**src/rtl/core/connection_handle_table_top_defines.svh**
```systemverilog
// ---------------------------------------------------------------------------
// Connection handle table assertion macros
// Shared concurrent-assertion wrappers, clocked on clk_i, off during reset.
// ---------------------------------------------------------------------------
`ifndef CONNECTION_HANDLE_TABLE_TOP_DEFINES_SVH
`define CONNECTION_HANDLE_TABLE_TOP_DEFINES_SVH

// property must hold at every edge out of reset
`define CHT_ASSERT(name, prop, msg) \
  name: assert property (@(posedge clk_i) disable iff (!rst_ni) (prop)) else $error(msg);

// expression must never be true out of reset
`define CHT_ASSERT_NEVER(name, expr, msg) \
  name: assert property (@(posedge clk_i) disable iff (!rst_ni) !(expr)) else $error(msg);

`endif

```
**src/rtl/core/cht_pkg.sv**
```systemverilog
// ---------------------------------------------------------------------------
// Connection handle table package
// Word layouts, op and status codes, controller/datapath interface types.
// ---------------------------------------------------------------------------
package cht_pkg;

  // handle layout: slot 31:24, tag 23:16, low bits zero
  localparam int unsigned SLOT_LSB     = 24;
  localparam int unsigned SLOT_FIELD_W = 8;
  localparam int unsigned TAG_LSB      = 16;
  localparam int unsigned TAG_W        = 8;
  localparam int unsigned HANDLE_LOW_W = 16;

  typedef enum logic [1:0] {
    OP_INSERT  = 2'd0,
    OP_RESOLVE = 2'd1,
    OP_REMOVE  = 2'd2
  } op_e;

  typedef enum logic [1:0] {
    STAT_OK        = 2'd0,
    STAT_NOT_FOUND = 2'd1,
    STAT_FULL      = 2'd2
  } status_e;

  // input word, first field in the highest bits
  typedef struct packed {
    logic [TAG_W-1:0] rand_tag;
    logic [63:0]      session_id;
    logic [31:0]      online_id_lo;
    logic [63:0]      online_id_mid;
    logic [63:0]      online_id_hi;
    logic [47:0]      mac;
    logic [15:0]      port_online;
    logic [31:0]      addr_online;
    logic [31:0]      addr_lan;
    logic [31:0]      handle_in;
  } in_word_t;

  // result word, first field in the highest bits
  typedef struct packed {
    logic [63:0] session_out;
    logic [31:0] res_online_id_lo;
    logic [63:0] res_online_id_mid;
    logic [63:0] res_online_id_hi;
    logic [47:0] res_mac;
    logic [15:0] res_port_online;
    logic [31:0] res_addr_online;
    logic [31:0] res_addr_lan;
    logic [31:0] handle_out;
  } out_word_t;

  // 288-bit peer address key
  typedef struct packed {
    logic [31:0] oid_lo;
    logic [63:0] oid_mid;
    logic [63:0] oid_hi;
    logic [47:0] mac;
    logic [15:0] port;
    logic [31:0] online;
    logic [31:0] lan;
  } key_t;

  // one entry of the table memory
  typedef struct packed {
    logic [63:0]      session;
    logic [TAG_W-1:0] tag;
    key_t             key;
  } entry_t;

  localparam int unsigned IN_W  = $bits(in_word_t);
  localparam int unsigned OUT_W = $bits(out_word_t);

  typedef struct packed {
    logic load;     // capture the input word, clear search flags
    logic scan_rd;  // read entry at scan counter, advance counter
    logic look_rd;  // read entry named by the handle
    logic finish;   // update table, load result register
  } cht_cmd_t;

  typedef struct packed {
    logic [1:0] op;
    logic       scan_last;
    logic       out_free;
  } cht_stat_t;

endpackage

```
**src/rtl/core/cht_ctrl.sv**
```systemverilog
// ---------------------------------------------------------------------------
// Connection handle table controller
// Sequences capture, entry scan or handle lookup, and result hand-off.
// ---------------------------------------------------------------------------
module cht_ctrl (
  input  logic                clk_i,
  input  logic                rst_ni,
  input  logic                in_valid_i,
  output logic                in_ready_o,
  input  cht_pkg::cht_stat_t  stat_i,
  output cht_pkg::cht_cmd_t   cmd_o
);
  import cht_pkg::*;

  localparam logic [2:0] S_IDLE = 3'd0;
  localparam logic [2:0] S_DISP = 3'd1;
  localparam logic [2:0] S_SCAN = 3'd2;
  localparam logic [2:0] S_WAIT = 3'd3;
  localparam logic [2:0] S_FIN  = 3'd4;

  logic [2:0] state_q, state_d;

  always_comb begin
    state_d    = state_q;
    cmd_o      = '0;
    in_ready_o = 1'b0;
    unique case (state_q)
      S_IDLE: begin
        in_ready_o = 1'b1;
        if (in_valid_i) begin
          cmd_o.load = 1'b1;
          state_d    = S_DISP;
        end
      end
      S_DISP: begin
        case (stat_i.op) inside
          OP_INSERT: begin
            cmd_o.scan_rd = 1'b1;
            state_d       = stat_i.scan_last ? S_WAIT : S_SCAN;
          end
          OP_RESOLVE, OP_REMOVE: begin
            cmd_o.look_rd = 1'b1;
            state_d       = S_WAIT;
          end
          default: begin
            state_d = S_FIN;
          end
        endcase
      end
      S_SCAN: begin
        cmd_o.scan_rd = 1'b1;
        if (stat_i.scan_last) begin
          state_d = S_WAIT;
        end
      end
      S_WAIT: begin
        state_d = S_FIN;
      end
      S_FIN: begin
        if (stat_i.out_free) begin
          cmd_o.finish = 1'b1;
          state_d      = S_IDLE;
        end
      end
      default: begin
        state_d = S_IDLE;
      end
    endcase
  end

  always_ff @(posedge clk_i or negedge rst_ni) begin
    if (!rst_ni) begin
      state_q <= S_IDLE;
    end else begin
      state_q <= state_d;
    end
  end

endmodule

```
**config.mk**
```make
export PLATFORM = sky130hd
export DESIGN_NAME = cht_ctrl
export DESIGN_NICKNAME = d
export VERILOG_FILES = /design/src/rtl/core/connection_handle_table_top_defines.svh /design/src/rtl/core/cht_pkg.sv /design/src/rtl/core/cht_ctrl.sv
export SDC_FILE = /design/constraint.sdc
export NUM_CORES = 1
export LEC_CHECK = 0
export BUFFER_PORTS_ARGS = -buffer_cell sky130_fd_sc_hd__buf_4
export CORE_AREA = 2 2 39 41
export DETAILED_ROUTE_END_ITERATION = 10
export DIE_AREA = 0 0 41 43
export GPL_ROUTABILITY_DRIVEN = 0
export PLACE_DENSITY = 0.41
export SETUP_SLACK_MARGIN = 0.3
export SYNTH_ARGS = -nofsm -noshare
export SYNTH_HDL_FRONTEND = slang
export SYNTH_SLANG_ARGS = --single-unit
```
**constraint.sdc**
```tcl
create_clock -name clk_i -period 1.4 [get_ports clk_i]
set_input_delay 0.07 -clock clk_i [delete_from_list [all_inputs] [get_ports clk_i]]
set_output_delay 0.07 -clock clk_i [all_outputs]
set_load 0.005 [all_outputs]
```
==> results of run 1 <==
==> layout make-up <==
class	count	area, µm²	share of cell area
repair buffers	20	175	0.362
multi-input cells	19	173	0.357
flip-flops and latches	3	78.8	0.163
clock buffers	4	26.3	0.0543
well taps	16	20.0	0.0413
inverters	3	11.3	0.0233
==> metal layers <==
layer / global-route usage / vias up / wire length, µm
met1: 0.110 / 129 / 250
met3: 0.0314 / 0 / 29
met5: 0 / - / 0
li1: - / 138 / -
met2: 0.138 / 5 / 356
met4: 0.0600 / 0 / 0
==> stage by stage <==
| step | setup WS, ns | instances | util | power [W] |
|---|---|---|---|---|
| floorplan | 0.299 | 25 | - | 0.000375 |
| global placement | 0.154 | 52 | 0.256 | 0.000529 |
| detailed placement | 0.147 | 52 | 0.256 | 0.000530 |
| CTS | -0.0247 | 63 | 0.327 | 0.000833 |
| global route | -0.0684 | 65 | 0.350 | 0.000982 |
| finish | -0.0228 | 65 | 0.350 | 0.000897 |
==> cells in the mapped netlist (all sizes together) <==
cell type / instances / area, µm²
or3b: 2 / 17.5
o221ai: 1 / 15.0
or2b: 2 / 16.3
or4b: 2 / 23.8
o21ai: 1 / 5.00
mux2i: 1 / 10.0
dfrtp: 3 / 75.1
a21oi: 2 / 10.0
nand2b: 1 / 6.26
inv: 3 / 11.3
nor2: 1 / 3.75
nand3b: 1 / 7.51
nor3: 1 / 5.00
and4bb: 1 / 12.5
nor3b: 1 / 7.51
ha: 2 / 25.0
==> cells by family after synthesis <==
logic type	share of synthesized area
simple gates	0.398
compound gates	0.119
buf+inv	0.0448
flops	0.298
fa+ha+maj	0.0995
mux	0.0398
==> path summary, 6_finish.rpt <==
kind	from	end	slack (ns)
max in group asynchronous	rst_ni	state_q[2]	1.12
hold / removal	stat_i[0]	state_q[2]	0.11
min in group asynchronous	rst_ni	state_q[1]	0.17
setup / recovery	state_q[1]	cmd_o[3]	-0.02
hold reg to reg	state_q[2]	state_q[1]	0.52
setup reg to reg	state_q[1]	state_q[0]	0.04
==> repair_timing <==
action | 4_1_cts | 5_1_grt
hold endpoints to repair | 3 | 0
hold buffers | 1 | 0
resized for setup | 8 | 5
buffers inserted | 6 | 2
setup endpoints to repair | 8 | 8
pin swaps | 3 | 2
==> worst reg2reg max path, delay by kind of cell (launching register included) <==
family,cells,cell delay (ns)
AOI/OAI and AO/OA,1,0.04
buffers and inverters,2,0.25
DFF,1,0.43
and+or+nand+nor,1,0.55
==> report_power, final <==
group,internal (W),leakage [nW],switching (W),total (W)
logic,0.000370,0.183,0.000174,0.000543
clock network,0.000106,0.0150,0.0000390,0.000145
registers,0.000136,0.0345,0.0000718,0.000208
==> results.sh, run 1 <==
export IMPL_final_cell_mix="buf_4 (13), buf_6 (6), clkbuf_4 (3), dfrtp_2 (3)"
export IMPL_ant_nets=0
export IMPL_ys_ff_latch=3
export IMPL_cts_tree="built"
export IMPL_vdd_drop_max_mv=0.396
export IMPL_first_pass_iters=3
export IMPL_fp_dieW_um=41
export IMPL_grt_pass1_wl_um=1120
export IMPL_core_area_mm2=0.00138
export IMPL_syn_avg_cell_area_um2=10.1
export IMPL_antenna_cells=0
export IMPL_finalInstanceArea_um2=484
export IMPL_cts_buffers=3
export IMPL_criticalPathCategory="reg -> out"
export IMPL_status="finished, violations left"
export IMPL_fin_skew_ns=0.000585
export IMPL_hold_viol_final=0
export IMPL_ctsHtreeMaxLevel=1
export IMPL_antenna_found_initial=0
export IMPL_cellLeakagePower_nw=0.233
export IMPL_cts_buffer_depth=2
export IMPL_worstPathArrival_ns=1.35
export IMPL_top_register="state_q"
export IMPL_dieArea_mm2=0.00176
export IMPL_dp_hpwl_um=434
export IMPL_portBuffers=11
export IMPL_fmax_ghz=0.703
export IMPL_synth_nets=34
export IMPL_fin_crit_sh=1.02
export IMPL_reg_top3="state_q (3)"
export IMPL_clk_pin_slew_worst_paths_ns=0.03
export IMPL_vias=272
export IMPL_crit_family="simple AND/OR/NAND/NOR gates"
export IMPL_mostFrequentLayoutCell="buf_4"
export IMPL_synthCells=25
export IMPL_path_cells="or4b_4 -> inv_2 -> buf_6"
export IMPL_largest_register_ff_count=3
export IMPL_min_path_type="in -> reg"
export IMPL_finalSetupTns_ns=-0.0228
export IMPL_slowest_stage="or4b_4"
export IMPL_rows=14
export IMPL_hold_depth=3
export IMPL_synth_seq_area_share=0.299
export IMPL_tightest_slew_ns=0.186
export IMPL_ys_types=18
export IMPL_cp_end_kind="output port"
export IMPL_totalWireLength_um=636
export IMPL_grt_max_degree=10
export IMPL_drc=0
export IMPL_clock_sinks=3
export IMPL_fillerInstances=156
export IMPL_final_nets=59
export IMPL_rsz0062_at_grt="yes"
export IMPL_drv_cap=0
export IMPL_power_density_mw_per_mm2=1850
export IMPL_vias_per_cell=4.18
export IMPL_reg2regPathDepth=4
export IMPL_critPathLaunchType="flop"
export IMPL_place_area_um2=354
export IMPL_crit_required_ns=1.33
export IMPL_initial_core_util=0.182
export IMPL_drt_iter0_drc=4
export IMPL_cp_slowest_stage_delay_ns=0.55
export IMPL_avgRoutedWirePerCell_um=9.78
export IMPL_final_layout_size_suffix_gt1_frac=0.633
export IMPL_syn_cell_area_um2=251
export IMPL_ys_warnings_count=0
export IMPL_path_max_fanout=5
export IMPL_relSlewSlack=0.873
export IMPL_clockRootBuffer="clkbuf_4"
export IMPL_fin_crit_ns=1.42
export IMPL_failed_checks="negative setup slack"
export IMPL_die_height_um=43
export IMPL_worst_path_buf_inv=2
export IMPL_clkLatencyLatePin_ns=0.23
export IMPL_grt_pass1_vias=298
export IMPL_grt_overflow=0
export IMPL_layout_setup_ws_ns=-0.0228
export IMPL_setup_violations=1
export IMPL_whs_ns=0.111
export IMPL_cp_depth=3
export IMPL_area_delta_synth_final_pct=92.5
export IMPL_final_max_slew_violation_count=0
export IMPL_io_pin_count=12
export IMPL_track_usage=0.0936
No activity file was read; power rests on OpenSTA's default activity.
==> run 2: changes to the inputs <==
--- a/config.mk
+++ b/config.mk
@@ -10,7 +10,7 @@
 export DETAILED_ROUTE_END_ITERATION = 10
 export DIE_AREA = 0 0 41 43
 export GPL_ROUTABILITY_DRIVEN = 0
-export PLACE_DENSITY = 0.41
+export PLACE_DENSITY = 0.36
 export SETUP_SLACK_MARGIN = 0.3
 export SYNTH_ARGS = -nofsm -noshare
 export SYNTH_HDL_FRONTEND = slang
==> results.sh, run 2 (synthesis gave the netlist of run 1 again) <==
export IMPL_status="finished, violations left"
export IMPL_failed_checks="negative setup slack"
export IMPL_layout_setup_ws_ns=-0.0173
export IMPL_fp_dieW_um=41
export IMPL_grt_overflow=0
export IMPL_fmax_ghz=0.706
export IMPL_io_pin_count=12
export IMPL_final_max_slew_violation_count=0
export IMPL_final_cell_mix="buf_4 (13), buf_6 (7), clkbuf_4 (3), dfrtp_2 (3)"
export IMPL_grt_max_degree=10
export IMPL_antenna_cells=0
export IMPL_initial_core_util=0.182
export IMPL_clkLatencyLatePin_ns=0.24
export IMPL_path_max_fanout=3
export IMPL_tightest_slew_ns=0.200
export IMPL_die_height_um=43
export IMPL_ctsHtreeMaxLevel=1
export IMPL_total_power_w=0.000950
export IMPL_vias_per_cell=4.26
export IMPL_power_density_mw_per_mm2=1900
export IMPL_dp_hpwl_um=443
export IMPL_portBuffers=11
export IMPL_fin_skew_ns=0.00683
export IMPL_critPathLaunchType="flop"
export IMPL_avgRoutedWirePerCell_um=11.0
export IMPL_clock_sinks=3
export IMPL_track_usage=0.107
export IMPL_largest_register_ff_count=3
export IMPL_first_pass_iters=4
export IMPL_vias=281
export IMPL_final_nets=60
export IMPL_fin_crit_sh=1.01
export IMPL_grt_pass1_vias=307
export IMPL_finalSetupTns_ns=-0.0173
export IMPL_cts_buffer_depth=2
export IMPL_clockRootBuffer="clkbuf_4"
export IMPL_r2r_setup_slack_ns=0.05
export IMPL_min_path_type="in -> reg"
export IMPL_setup_violations=1
export IMPL_rows=14
export IMPL_dieArea_mm2=0.00176
export IMPL_vdd_drop_max_mv=0.388
export IMPL_reg_top3="state_q (3)"
export IMPL_clk_pin_slew_worst_paths_ns=0.04
export IMPL_worstPathArrival_ns=1.35
export IMPL_drv_cap=0
export IMPL_mostFrequentLayoutCell="buf_4"
export IMPL_core_area_mm2=0.00138
export IMPL_cts_tree="built"
export IMPL_grt_pass1_wl_um=1220
export IMPL_area_delta_synth_final_pct=99.0
export IMPL_top_register="state_q"
export IMPL_rsz0062_at_grt="yes"
export IMPL_drt_iter0_drc=3
export IMPL_totalWireLength_um=729
export IMPL_cts_buffers=3
export IMPL_drc=0
export IMPL_relSlewSlack=0.863
export IMPL_criticalPathCategory="reg -> out"
export IMPL_cellLeakagePower_nw=0.238
export IMPL_ant_nets=0
export IMPL_crit_required_ns=1.33
export IMPL_final_layout_size_suffix_gt1_frac=0.680
export IMPL_hold_viol_final=0
export IMPL_antenna_found_initial=0
export IMPL_cp_end_kind="output port"
export IMPL_fin_crit_ns=1.42
==> run 2: changes by cell type in the layout (fill, tap and decap cells not counted), sizes merged <==
| cell | before | now |
|---|---|---|
| buf | 19 | 20 |
==> run 2: timing repair <==
action	4_1_cts	5_1_grt
hold buffers	1	0
setup buffers	7	2
setup endpoints to repair	8	8
hold endpoints to repair	3	0
resized for setup	8	7
pin swaps	3	5
==> run 2: path summary, 6_finish.rpt <==
path | startpoint | endpoint | cells after the start
worst max-delay path | state_q[1] | cmd_o[3] | 3
max in group asynchronous | rst_ni | state_q[2] | 2
worst max register to register | state_q[0] | state_q[2] | 4
min in group asynchronous | rst_ni | state_q[1] | 2
worst min register to register | state_q[2] | state_q[1] | 2
worst min-delay path | stat_i[0] | state_q[2] | 3
==> run 2: per-stage QoR <==
stage	hold slack (ns)	instances	setup slack [ns]	utilization	cell area, µm²
3_5_place_dp	-0.141	52	0.144	0.256	354
4_1_cts	0.0955	64	-0.0232	0.332	459
6_report	0.120	66	-0.0173	0.362	500
2_1_floorplan	-0.226	25	0.299	-	251
3_3_place_gp	-0.141	52	0.148	0.256	354
5_1_grt	0.115	66	-0.0508	0.362	500
==> run 2: critical path: stages (launching register included) <==
cell     delay, ns
dfrtp_2       0.41
or4b_4        0.55
inv_2         0.07
buf_6         0.08
==> run 2: where the power goes <==
group / internal, W / switching [W] / total, W / leakage (nW)
Clock: 0.000107 / 0.0000460 / 0.000153 / 0.0150
Sequential: 0.000136 / 0.0000575 / 0.000193 / 0.0345
Combinational: 0.000395 / 0.000210 / 0.000604 / 0.189
Total: 0.000637 / 0.000313 / 0.000950 / 0.238
==> run 2: cell type report <==
| type | count | area, µm² |
|---|---|---|
| fill | 156 | 883 |
| tap | 16 | 20.0 |
| clock buffer | 4 | 26.3 |
| timing repair buffer | 21 | 186 |
| multi-input combinational | 19 | 178 |
| sequential | 3 | 78.8 |
| inverter | 3 | 11.3 |
==> run 2: layer usage <==
metal / part of all wire / global-route usage / wire, µm / vias up
met5: 0 / 0 / 0 / -
met4: 0 / 0.100 / 0 / 0
met3: 0.045 / 0.0157 / 33 / 0
met2: 0.58 / 0.159 / 422 / 7
met1: 0.37 / 0.119 / 273 / 133
li1: - / - / - / 141
